File: config.mk
export PLATFORM = sky130hd
export DESIGN_NAME = load_monitor_alerts
export DESIGN_NICKNAME = d
export VERILOG_FILES = /design/src/design/lma_pkg.sv /design/src/design/load_monitor_alerts.sv /design/src/design/lma_div.sv
export VERILOG_INCLUDE_DIRS = /design/src /design/src/design
export SDC_FILE = /design/constraint.sdc
export NUM_CORES = 2
export LEC_CHECK = 0
export BUFFER_PORTS_ARGS = -buffer_cell sky130_fd_sc_hd__buf_4
export CAP_MARGIN = 25
export CORE_ASPECT_RATIO = 0.5
export CORE_MARGIN = 5
export CORE_UTILIZATION = 35
export DETAILED_ROUTE_END_ITERATION = 6
export PLACE_DENSITY = 0.6
export SLEW_MARGIN = 20
export SYNTH_ARGS = -nofsm -noshare
export SYNTH_HDL_FRONTEND = slang
export SYNTH_SLANG_ARGS = --single-unit
File: constraint.sdc
create_clock -name clk -period 10.9 [get_ports clk]
set_clock_uncertainty 0.1 [all_clocks]
set_input_delay 1.09 -clock clk [delete_from_list [all_inputs] [get_ports clk]]
set_output_delay 1.09 -clock clk [all_outputs]
set_load 0.02 [all_outputs]
File: src/design/assert_macros.svh
// Assertion macros used by the load monitor top level.
`ifndef ASSERT_MACROS_SVH
`define ASSERT_MACROS_SVH
`ifndef SYNTHESIS
`define CHK_IMPL(label, clk, rst_n, ante, cons) \
  label: assert property (@(posedge clk) disable iff (!rst_n) (ante) |-> (cons)) \
    else $error("assertion failed");
`define CHK_NEXT(label, clk, rst_n, ante, cons) \
  label: assert property (@(posedge clk) disable iff (!rst_n) (ante) |=> (cons)) \
    else $error("assertion failed");
`else
`define CHK_IMPL(label, clk, rst_n, ante, cons)
`define CHK_NEXT(label, clk, rst_n, ante, cons)
`endif
`endif

File: src/design/lma_pkg.sv
// Package with shared constants and types of the load monitor.
package lma_pkg;
  localparam int TimeW  = 48;
  localparam int WordW  = 32;
  localparam int PctW   = 14;
  localparam int CoolW  = 40;
  localparam int ThrW   = 7;
  localparam int DivNW  = 48;
  localparam int DivDW  = 48;
  localparam logic [PctW-1:0] FullScale = 14'd10000;
  localparam logic [PctW-1:0] CpuMargin = 14'd500;
  localparam logic [PctW-1:0] MemMargin = 14'd1000;
  localparam logic [2:0] CfgIntTotal = 3'd0;
  localparam logic [2:0] CfgExtTotal = 3'd1;
  localparam logic [2:0] CfgCpuPct   = 3'd2;
  localparam logic [2:0] CfgMemPct   = 3'd3;
  localparam logic [2:0] CfgCooldown = 3'd4;
  localparam logic [1:0] AlertNone = 2'd0;
  localparam logic [1:0] AlertWarn = 2'd1;
  localparam logic [1:0] AlertCrit = 2'd2;

  typedef struct packed {
    logic start;
    logic busy;
    logic done;
  } div_ctl_t;
endpackage

File: src/design/load_monitor_alerts.sv
// Load monitor top level: sequencer, state, alert logic and output register.
// Usage: a sample beat on in_* is taken when in_valid is high and in_stall low.
// The block computes both core loads and both heap shares with one shared
// bit-serial divider. Each division has a start step, one step per quotient
// bit and a done step; the four divisions run in turn, and out_valid rises
// after the alert step that follows the last one.
// Only one item is in flight; in_stall stays high while it is worked on and
// while its result waits in the output register.
// The result beat is held on out_* with out_valid high until out_stall is low.
// A stalled result is held unchanged and the next item waits.
// Configuration: cfg_valid/cfg_ready with cfg_index and cfg_data; cfg_ready
// is always high, and registers must be written only while the block is idle.
// Reset (rst_n low, synchronous) restores register defaults (totals 0, cpu
// threshold 90, memory threshold 85, cooldown 10000000 us), clears prior
// time, idle counters and alert times, and sets the heap minimums to all ones.
// The next sample waits for the four divisions, done in turn on the single
// divider, and for the result to be taken; out_stall holding the result
// delays the next sample further.
module load_monitor_alerts (
  input  logic        clk,
  input  logic        rst_n,
  input  logic        in_valid,
  output logic        in_stall,
  input  logic [47:0] in_sample_time,
  input  logic [31:0] in_idle_count_a,
  input  logic [31:0] in_idle_count_b,
  input  logic        in_idle_a_present,
  input  logic        in_idle_b_present,
  input  logic [31:0] in_free_internal,
  input  logic [31:0] in_free_external,
  input  logic [31:0] in_low_water_internal,
  input  logic [31:0] in_low_water_external,
  output logic        out_valid,
  input  logic        out_stall,
  output logic [13:0] out_busy_a,
  output logic [13:0] out_busy_b,
  output logic [13:0] out_busy_total,
  output logic [31:0] out_history_min_internal,
  output logic [31:0] out_history_min_external,
  output logic [13:0] out_used_internal,
  output logic [13:0] out_used_external,
  output logic [1:0]  out_cpu_alert,
  output logic [1:0]  out_internal_alert,
  output logic [1:0]  out_external_alert,
  input  logic        cfg_valid,
  output logic        cfg_ready,
  input  logic [2:0]  cfg_index,
  input  logic [39:0] cfg_data
);
  import lma_pkg::*;
  `include "assert_macros.svh"

  typedef enum logic [3:0] {
    S_IDLE, S_DIV_A, S_WAIT_A, S_DIV_B, S_WAIT_B, S_DIV_I, S_WAIT_I,
    S_DIV_E, S_WAIT_E, S_ALERT, S_OUT
  } state_t;

  state_t state_r, state_nxt;

  logic [WordW-1:0] int_total_r, ext_total_r;
  logic [ThrW-1:0]  cpu_pct_r, mem_pct_r;
  logic [CoolW-1:0] cooldown_r;

  logic [TimeW-1:0] prev_time_r;
  logic [WordW-1:0] prev_idle_a_r, prev_idle_b_r;
  logic [WordW-1:0] min_int_r, min_ext_r;
  logic [TimeW-1:0] last_cpu_r, last_int_r, last_ext_r;

  // Latched sample.
  logic [TimeW-1:0] now_r;
  logic [TimeW-1:0] dt_r;
  logic             calc_r;
  logic [WordW-1:0] ia_r, ib_r, fi_r, fe_r;

  logic [PctW-1:0] ba_r, bb_r, ui_r, ue_r;

  logic [PctW-1:0] bt_r;
  logic [1:0] a_cpu_r, a_int_r, a_ext_r;

  logic             div_start;
  logic [DivNW-1:0] div_num;
  logic [DivDW-1:0] div_den;
  div_ctl_t         div_ctl;
  logic [DivNW-1:0] div_q;

  lma_div u_div (
    .clk(clk), .rst_n(rst_n), .start(div_start), .num(div_num),
    .den(div_den), .ctl(div_ctl), .quot(div_q)
  );

  logic in_acc, out_acc;
  assign in_acc = in_valid && !in_stall;
  assign out_acc = out_valid && !out_stall;
  assign in_stall = (state_r != S_IDLE);
  assign cfg_ready = 1'b1;

  // Numerator helpers; delta * 10000 fits in 46 bits.
  logic [WordW-1:0] da, db, ui_diff, ue_diff;
  assign da = ia_r - prev_idle_a_r;
  assign db = ib_r - prev_idle_b_r;
  assign ui_diff = int_total_r - fi_r;
  assign ue_diff = ext_total_r - fe_r;

  function automatic logic [DivNW-1:0] scale(input logic [WordW-1:0] v);
    scale = DivNW'(v) * DivNW'(FullScale);
  endfunction

  always_comb begin
    div_start = 1'b0;
    div_num = '0;
    div_den = '0;
    case (state_r)
      S_DIV_A: begin
        div_start = 1'b1; div_num = scale(da); div_den = dt_r;
      end
      S_DIV_B: begin
        div_start = 1'b1; div_num = scale(db); div_den = dt_r;
      end
      S_DIV_I: begin
        div_start = 1'b1; div_num = scale(ui_diff); div_den = DivDW'(int_total_r);
      end
      S_DIV_E: begin
        div_start = 1'b1; div_num = scale(ue_diff); div_den = DivDW'(ext_total_r);
      end
      default: ;
    endcase
  end

  // Busy from idle quotient, clamped.
  logic [PctW-1:0] busy_q;
  assign busy_q = (div_q > DivNW'(FullScale)) ? '0 : (FullScale - PctW'(div_q));

  // Alert evaluation.
  logic [PctW-1:0] cpu_thr, mem_thr;
  assign cpu_thr = PctW'(cpu_pct_r) * 14'd100;
  assign mem_thr = PctW'(mem_pct_r) * 14'd100;

  function automatic logic cool_ok(input logic [TimeW-1:0] now,
                                   input logic [TimeW-1:0] last,
                                   input logic [CoolW-1:0] cd);
    cool_ok = (now >= last) && ((now - last) >= TimeW'(cd));
  endfunction

  logic [PctW:0] cpu_crit, mem_crit;
  assign cpu_crit = {1'b0, cpu_thr} + {1'b0, CpuMargin};
  assign mem_crit = {1'b0, mem_thr} + {1'b0, MemMargin};

  logic fire_cpu, fire_int, fire_ext;
  assign fire_cpu = (bt_r >= cpu_thr) && cool_ok(now_r, last_cpu_r, cooldown_r);
  assign fire_int = (int_total_r != '0) && (ui_r >= mem_thr)
                    && cool_ok(now_r, last_int_r, cooldown_r);
  assign fire_ext = (ext_total_r != '0) && (ue_r >= mem_thr)
                    && cool_ok(now_r, last_ext_r, cooldown_r);

  always_comb begin
    state_nxt = state_r;
    case (state_r)
      S_IDLE:   if (in_acc) state_nxt = S_DIV_A;
      S_DIV_A:  state_nxt = S_WAIT_A;
      S_WAIT_A: if (div_ctl.done) state_nxt = S_DIV_B;
      S_DIV_B:  state_nxt = S_WAIT_B;
      S_WAIT_B: if (div_ctl.done) state_nxt = S_DIV_I;
      S_DIV_I:  state_nxt = S_WAIT_I;
      S_WAIT_I: if (div_ctl.done) state_nxt = S_DIV_E;
      S_DIV_E:  state_nxt = S_WAIT_E;
      S_WAIT_E: if (div_ctl.done) state_nxt = S_ALERT;
      S_ALERT:  state_nxt = S_OUT;
      S_OUT:    if (out_acc) state_nxt = S_IDLE;
      default:  state_nxt = S_IDLE;
    endcase
  end

  always_ff @(posedge clk) begin
    if (!rst_n) begin
      state_r <= S_IDLE;
      int_total_r <= '0;
      ext_total_r <= '0;
      cpu_pct_r <= 7'd90;
      mem_pct_r <= 7'd85;
      cooldown_r <= 40'd10000000;
      prev_time_r <= '0;
      prev_idle_a_r <= '0;
      prev_idle_b_r <= '0;
      min_int_r <= '1;
      min_ext_r <= '1;
      last_cpu_r <= '0;
      last_int_r <= '0;
      last_ext_r <= '0;
      out_valid <= 1'b0;
    end else begin
      state_r <= state_nxt;
      if (cfg_valid && cfg_ready) begin
        case (cfg_index)
          CfgIntTotal: int_total_r <= cfg_data[WordW-1:0];
          CfgExtTotal: ext_total_r <= cfg_data[WordW-1:0];
          CfgCpuPct:   cpu_pct_r <= cfg_data[ThrW-1:0];
          CfgMemPct:   mem_pct_r <= cfg_data[ThrW-1:0];
          CfgCooldown: cooldown_r <= cfg_data;
          default: ;
        endcase
      end
      if (in_acc) begin
        prev_time_r <= in_sample_time;
        if (in_low_water_internal < min_int_r) min_int_r <= in_low_water_internal;
        if (in_low_water_external < min_ext_r) min_ext_r <= in_low_water_external;
      end
      if (state_r == S_ALERT) begin
        if (calc_r) begin
          prev_idle_a_r <= ia_r;
          prev_idle_b_r <= ib_r;
        end
        if (fire_cpu) last_cpu_r <= now_r;
        if (fire_int) last_int_r <= now_r;
        if (fire_ext) last_ext_r <= now_r;
        out_valid <= 1'b1;
      end else if (out_acc) begin
        out_valid <= 1'b0;
      end
    end
    if (in_acc) begin
      now_r <= in_sample_time;
      dt_r <= in_sample_time - prev_time_r;
      calc_r <= (prev_time_r != '0) && (in_sample_time > prev_time_r);
      ia_r <= in_idle_a_present ? in_idle_count_a : '0;
      ib_r <= in_idle_b_present ? in_idle_count_b : '0;
      fi_r <= in_free_internal;
      fe_r <= in_free_external;
    end
    if (state_r == S_WAIT_A && div_ctl.done)
      ba_r <= (calc_r && ia_r >= prev_idle_a_r) ? busy_q : '0;
    if (state_r == S_WAIT_B && div_ctl.done) begin
      bb_r <= (calc_r && ib_r >= prev_idle_b_r) ? busy_q : '0;
    end
    if (state_r == S_DIV_I)
      bt_r <= PctW'(({1'b0, ba_r} + {1'b0, bb_r}) >> 1);
    if (state_r == S_WAIT_I && div_ctl.done)
      ui_r <= (int_total_r == '0 || fi_r >= int_total_r) ? '0 : PctW'(div_q);
    if (state_r == S_WAIT_E && div_ctl.done)
      ue_r <= (ext_total_r == '0 || fe_r >= ext_total_r) ? '0 : PctW'(div_q);
    if (state_r == S_ALERT) begin
      a_cpu_r <= fire_cpu ? (({1'b0, bt_r} >= cpu_crit) ? AlertCrit : AlertWarn)
                          : AlertNone;
      a_int_r <= fire_int ? (({1'b0, ui_r} >= mem_crit) ? AlertCrit : AlertWarn)
                          : AlertNone;
      a_ext_r <= fire_ext ? (({1'b0, ue_r} >= mem_crit) ? AlertCrit : AlertWarn)
                          : AlertNone;
    end
  end

  assign out_busy_a = ba_r;
  assign out_busy_b = bb_r;
  assign out_busy_total = bt_r;
  assign out_history_min_internal = min_int_r;
  assign out_history_min_external = min_ext_r;
  assign out_used_internal = ui_r;
  assign out_used_external = ue_r;
  assign out_cpu_alert = a_cpu_r;
  assign out_internal_alert = a_int_r;
  assign out_external_alert = a_ext_r;

  `CHK_IMPL(a_one_item, clk, rst_n, in_acc, state_r == S_IDLE && !out_valid)
  `CHK_NEXT(a_valid_after_alert, clk, rst_n, state_r == S_ALERT, out_valid)
  `CHK_IMPL(a_div_idle_on_start, clk, rst_n, div_start, !div_ctl.busy)
  `CHK_IMPL(a_out_in_out_state, clk, rst_n, out_valid, state_r == S_OUT)
endmodule

File: src/design/lma_div.sv
// Bit-serial restoring divider: one quotient bit per cycle.
module lma_div (
  input  logic                       clk,
  input  logic                       rst_n,
  input  logic                       start,
  input  logic [lma_pkg::DivNW-1:0]  num,
  input  logic [lma_pkg::DivDW-1:0]  den,
  output lma_pkg::div_ctl_t          ctl,
  output logic [lma_pkg::DivNW-1:0]  quot
);
  import lma_pkg::*;
  localparam int CntW = $clog2(DivNW + 1);

  logic [DivNW-1:0] q_r, q_nxt;
  logic [DivDW:0]   rem_r, rem_nxt;
  logic [DivDW-1:0] den_r, den_nxt;
  logic [CntW-1:0]  cnt_r, cnt_nxt;
  logic             busy_r, busy_nxt;
  logic             done_r, done_nxt;
  logic [DivDW:0]   trial;

  always_comb begin
    q_nxt = q_r;
    rem_nxt = rem_r;
    den_nxt = den_r;
    cnt_nxt = cnt_r;
    busy_nxt = busy_r;
    done_nxt = 1'b0;
    trial = {rem_r[DivDW-1:0], q_r[DivNW-1]};
    if (start) begin
      q_nxt = num;
      rem_nxt = '0;
      den_nxt = den;
      cnt_nxt = CntW'(DivNW);
      busy_nxt = 1'b1;
    end else if (busy_r) begin
      if (trial >= {1'b0, den_r}) begin
        rem_nxt = trial - {1'b0, den_r};
        q_nxt = {q_r[DivNW-2:0], 1'b1};
      end else begin
        rem_nxt = trial;
        q_nxt = {q_r[DivNW-2:0], 1'b0};
      end
      cnt_nxt = cnt_r - 1'b1;
      if (cnt_r == CntW'(1)) begin
        busy_nxt = 1'b0;
        done_nxt = 1'b1;
      end
    end
  end

  always_ff @(posedge clk) begin
    if (!rst_n) begin
      busy_r <= 1'b0;
      done_r <= 1'b0;
      cnt_r <= '0;
    end else begin
      busy_r <= busy_nxt;
      done_r <= done_nxt;
      cnt_r <= cnt_nxt;
    end
    q_r <= q_nxt;
    rem_r <= rem_nxt;
    den_r <= den_nxt;
  end

  assign ctl.start = start;
  assign ctl.busy = busy_r;
  assign ctl.done = done_r;
  assign quot = q_r;
endmodule
==> After elaboration in Yosys (flattened, before gate mapping) <==
Cells that the tools add are included.
{ "word_totals": {"ff_bits": 896, "elab_cells": 174} }
{ "classes": {"addsub": 14, "n_mul": 6, "order_cmp": 21, "eq_ne": 21, "muxes": 26, "n_bitwise": 2, "n_reduce_logical": 47} }
{ "op_table": {"columns": ["cell", "count"], "rows": [
  ["subtractor 48 bit", 5],
  ["one-hot mux 46 bit (4 select lines)", 1],
  ["multiplier 32 x 10 -> 42 bit, second input constant", 4],
  ["greater-or-equal comparator 48 x 40 -> 1 bit", 3],
  ["greater-or-equal comparator 48 bit", 3],
  ["2-to-1 mux 48 bit", 3],
  ["one-hot mux 48 bit (3 select lines)", 1],
  ["greater-or-equal comparator 32 bit", 4],
  ["subtractor 32 bit", 4],
  ["zero test 32 bit", 2],
  ["less-than comparator 32 bit", 2],
  ["nonzero test 32 bit", 2],
  ["greater-or-equal comparator 49 x 48 -> 1 bit", 1],
  ["greater-than comparator 48 x 14 -> 1 bit, second input constant", 1],
  ["greater-than comparator 48 bit", 1],
  ["nonzero test 48 bit", 1],
  ["greater-or-equal comparator 14 x 15 -> 1 bit", 3],
  ["one-hot mux 4 bit (11 select lines)", 1],
  ["greater-or-equal comparator 14 bit", 3],
  ["multiplier 7 x 5 -> 12 bit, second input constant", 2],
  ["2-to-1 mux 4 bit", 6],
  ["AND reduction 2 bit", 11],
  ["logical AND 1 bit", 17],
  ["== test 4 x 3 -> 1 bit, second input constant", 4],
  ["other kinds (29)", 52]
]} }

==> Depth between registers and ports, before layout <==
{ "logic_depth": {"word_depth": 5, "ltp_mapped": 36, "depth_no_buf": 35} }

==> Hierarchy <==
Synthesis repeated with hierarchy kept, for this count alone.
{ "hier_totals": {"hier_cells": 9561, "hier_area_um2": 83057.2} }
{ "modules_own_cells": {"columns": ["mod", "instances", "cells_per_inst", "area_each_um2"], "rows": [
  ["load_monitor_alerts", 1, 8660, 74212.4],
  ["lma_div", 1, 901, 8844.7]
]} }

==> Least setup slack after synthesis <==
OpenSTA, ideal clock, no wires.
{ "synth_path": {"kind": "input-to-reg", "from": "input port in_valid", "to": "register calc_r, enable pin", "t_arrival_ps": 7607, "required_ps": 10123, "slack_ps": 2516, "stages": 3, "path_buffers": 1, "path_cell_list": "nand3_1 inv_1 clkbuf_1"} }
{ "synth_between": {"elab_chain_len": 1} }
{ "synth_rtl": {"columns": ["item", "line", "rtl"], "rows": [
  ["start: declaration", "load_monitor_alerts.sv:22", "input logic in_valid,"],
  ["logical AND 1 bit", "load_monitor_alerts.sv:92", "assign in_acc = in_valid && !in_stall;"],
  ["via in_acc", "load_monitor_alerts.sv:91", "logic in_acc, out_acc;"],
  ["end signal: assignment", "load_monitor_alerts.sv:223", "calc_r <= (prev_time_r != '0) && (in_sample_time > prev_time_r);"],
  ["end: declaration", "load_monitor_alerts.sv:72", "logic calc_r;"]
]} }
The timed path passes the listed nets, and every way through them passes these cells.
A chain may end at the register's enable or synchronous reset.

==> Worst setup path in the final report <==
{ "layout_path": {"from": "register ia_r[0]", "to": "register u_div.q_r[45], in the netlist u_div.quot[45] (data pin)"} }
{ "layout_between": {"elab_chain_len": 4} }
{ "layout_rtl": {"columns": ["item", "line", "rtl"], "rows": [
  ["start: declaration", "load_monitor_alerts.sv:73", "logic [WordW-1:0] ia_r, ib_r, fi_r, fe_r;"],
  ["start signal: assignment", "load_monitor_alerts.sv:224", "ia_r <= in_idle_a_present ? in_idle_count_a : '0;"],
  ["subtractor 32 bit", "load_monitor_alerts.sv:99", "assign da = ia_r - prev_idle_a_r;"],
  ["multiplier 32 x 10 -> 42 bit", "load_monitor_alerts.sv:105", "scale = DivNW'(v) * DivNW'(FullScale);"],
  ["one-hot mux 46 bit (4 select lines)", "load_monitor_alerts.sv:112", "case (state_r)"],
  ["2-to-1 mux 48 bit", "lma_div.sv:30", "if (start) begin"],
  ["via u_div.q_nxt[45]", "lma_div.sv:14", "logic [DivNW-1:0] q_r, q_nxt;"],
  ["end signal: assignment", "lma_div.sv:62", "q_r <= q_nxt;"],
  ["end: declaration", "lma_div.sv:14", null]
]} }
The timed path passes the listed nets, and every way through them passes these cells.

==> key figures <==
Critical path
  – Critical Path Fanout Max: 6
  – CP max stage cell: a2111oi_0
  – Critical path class: reg -> reg
  – Crit path largest cell delay: 810 ps
  – Reg-to-Reg Start: ia_r[0]
  – Critical Path Start: ia_r[0]
  – Reg2reg setup slack: 1630 ps
  – Crit path DAT: between 9000 and 10000 ps
  – CP startpoint kind: flop
  – Critical path capture point type: flop
  – Delay-heaviest family, CP: compound AO/OA/AOI/OAI gates
  – Worst EP required: 11260 ps
  – WP buf/inv: 6
  – Crit-path most repeated cell: inv_1

GRT
  – Vias in the first global route: ~67000
  – Total GRT Usage: 0.203
  – Number of antenna violations at the first check in global routing: 24
  – First-pass GRT wire length: 397000 um
  – GRT Residual Overflow: 0
  – Largest net degree at the start of global routing: 197

Die
  – I/O pin total: 433
  – Initial Utilization: 0.352
  – Die width: between 600 and 700 um
  – Die height: approximately 350 um
  – Rows: 126
  – Die area: 248000 sq um
  – Core Region: about 240000 sq um

Detailed routing
  – Starting DRT DRC Count: roughly 4800
  – DR vias/cell: 5.23
  – Antenna Nets Post-Route: 0
  – Final wirelength: 260000 um
  – DR DRC count: 0
  – Via Count: 69329
  – Wirelength per Cell: about 20 um
  – DR pass1 iterations: 6

STA
  – Worst-margin pin slew: 1130 ps
  – Period minus WS final: 9270 ps
  – Setup TNS: 0 ps
  – Setup violators final: 0
  – Fmax: 0.108 GHz
  – Final period utilization: 0.850
  – Unrepaired setup endpoints after global routing: false
  – Slew headroom: 0.237
  – Final Hold Viols: 0
  – Fin. max-slew vios: 0

Clock tree
  – Total CTS buffers: 95
  – Total clock sinks: around 900
  – CTS max path bufs: 3
  – Clk root buf: clkbuf_16
  – Clk_lat worst skew: 740 ps
  – CTS Hold Buffers Added: 0
  – H-Tree Level Count: 3
  – CTS tree: built
  – Worst-path clk slew: 60 ps
  – Gates resized, CTS repair: 0
  – Setup Fix Bufs, Post-CTS: 0

Worst hold path
  – Worst Hold Class: reg -> reg
  – Hold Crit Start: prev_idle_a_r[23]

Final layout
  – Share of post-route cells with drive strength above 1: 0.0731
  – Final Net Count: 11811
  – Most frequent cells in the layout: inv_1, ha_1, nand2_1
  – Most common cell after layout, fill and taps aside: inv_1
  – Area delta synth->final: 12.1%

Placed design
  – Dpl hpwl: 210000 um
  – GPL Wtd Cong: 0.947
  – IO Port Bufs: 431

Logic synthesis
  – Post-synthesis cell count: roughly 10000
  – Yosys warns: 0
  – FFs w/ async S/R, synth: 0
  – Count of flip-flops with a built-in enable after synthesis: approximately 400
  – Post-Synth Simple-Gate Area: 0.137
  – Ys flop type: dfxtp_1
  – Syn avg cell area: 8.55 sq um
  – Cell area after technology mapping: 83100 sq um
  – Multiplexer area fraction after synthesis: 0.0233
  – Post-synth net total: 11521
  – Flops & latches, synth: 896
  – Library cells used by synthesis: 95
  – Post-synthesis adder-cell area fraction: 0.255
  – Register area share after synthesis: 0.264
  – Complex-gate fraction of the synthesized area: 0.180
  – Main combinational cell family by area after synthesis: adder cells
  – Post-synthesis xor/xnor area fraction: 0.0602

Flow run
  – Max-cap violations: 0

Status
  – Outcome: finished, final reports clean
==> worst paths after layout <==
kind                                           to  cells after the start
worst max register to register     u_div.quot[45]                     35
worst min register to register  prev_idle_a_r[23]                      2
worst min-delay path            prev_idle_a_r[23]                      2
worst max-delay path               u_div.quot[45]                     35
==> layout make-up <==
class	count	area [sq um]
antenna	18	45.0
timing repair buffer	492	3730
clock inverter	61	881
fill	23966	143000
sequential	896	21900
inverter	1465	5510
tap	3136	3920
multi-input combinational	7064	54600
clock buffer	117	2540
==> kinds of logic after synthesis <==
family                     after synthesis
DFF                                    896
and+or+nand+nor                       2453
xor gates and xnor gates               571
other                                    1
buffers and inverters                 1764
adders and majority gates             1507
AOI/OAI and AO/OA                     2339
muxes                                  193
==> stage by stage <==
step / instances / utilization / setup WS (ps) / hold slack [ps] / instance area [sq um]
after global placement: 13049 / 0.380 / 1740 / 341 / 89700
after CTS: 13230 / 0.394 / 1620 / 355 / 93100
after detailed placement: 13052 / 0.380 / 1640 / 347 / 89700
after global routing: 13246 / 0.395 / 874 / 368 / 93200
final: 13249 / 0.395 / 1630 / 353 / 93200
after floorplan: 9724 / - / 2520 / 336 / 83100
==> layer usage <==
layer | GRT usage | vias up | part of all wire
li1 | - | 34132 | -
met3 | 0.0232 | 390 | 0.049
met5 | 0 | - | 0
met2 | 0.344 | 1753 | 0.47
met4 | 0.0711 | 0 | 0.037
met1 | 0.266 | 33054 | 0.44
==> synthesized netlist by cell type, types with 14 or more instances <==
cell type	n	area, sq um
a21o_1	331	2480
a22oi_1	57	428
mux2i_1	187	1870
a211oi_1	58	435
o21a_1	76	571
fa_1	310	6210
nand2_1	1112	4170
xnor2_1	335	2930
clkbuf_1	265	995
o211ai_1	73	548
and3_1	66	413
o221ai_1	16	140
a21boi_0	19	143
a2111oi_0	28	245
o2111ai_1	17	149
or3_1	41	257
a221oi_1	29	254
o21ai_1	37	185
o21bai_1	85	638
nor4_1	61	382
edfxtp_1	397	11900
nor3b_1	15	113
ha_1	1197	15000
nand3b_1	17	128
and4_1	16	140
buf_1	14	52.6
o21ai_0	335	1680
or2_2	22	138
inv_1	1463	5490
nor2b_1	93	582
nor2_1	405	1520
dfxtp_1	499	9990
a31oi_1	69	432
nand3_1	139	696
a21oi_1	824	4120
nand4_1	119	744
and2_1	130	813
xor2_1	236	2070
o31a_1	48	420
nand2b_1	75	469
o31ai_1	26	195
nor3_1	115	576
o22ai_1	15	93.8
a211o_1	48	420
==> state kept, by name, summed over array words and instances, names as in the netlist, 40 cells and up <==
| name | cells |
|---|---|
| cooldown_r | 40 |
| dt_r | 48 |
| last_cpu_r | 48 |
| last_ext_r | 48 |
| last_int_r | 48 |
| now_r | 48 |
| prev_time_r | 48 |
| u_div.den_r | 48 |
| u_div.quot | 48 |
| u_div.rem_r | 48 |
==> worst register-to-register path: cells and delay by family (launching register included) <==
kind                     cells  cell delay, ps
flip-flops                   1             380
AO/OA/AOI/OAI               18            4530
buffers and inverters        6             450
XOR/XNOR                     1             310
adder cells (fa/ha/maj)      8            2960
AND/OR/NAND/NOR              2             290
Power is left out: the tool's default activity adds up to more than one toggle a clock period on the data nets, which glitch-free logic cannot reach.
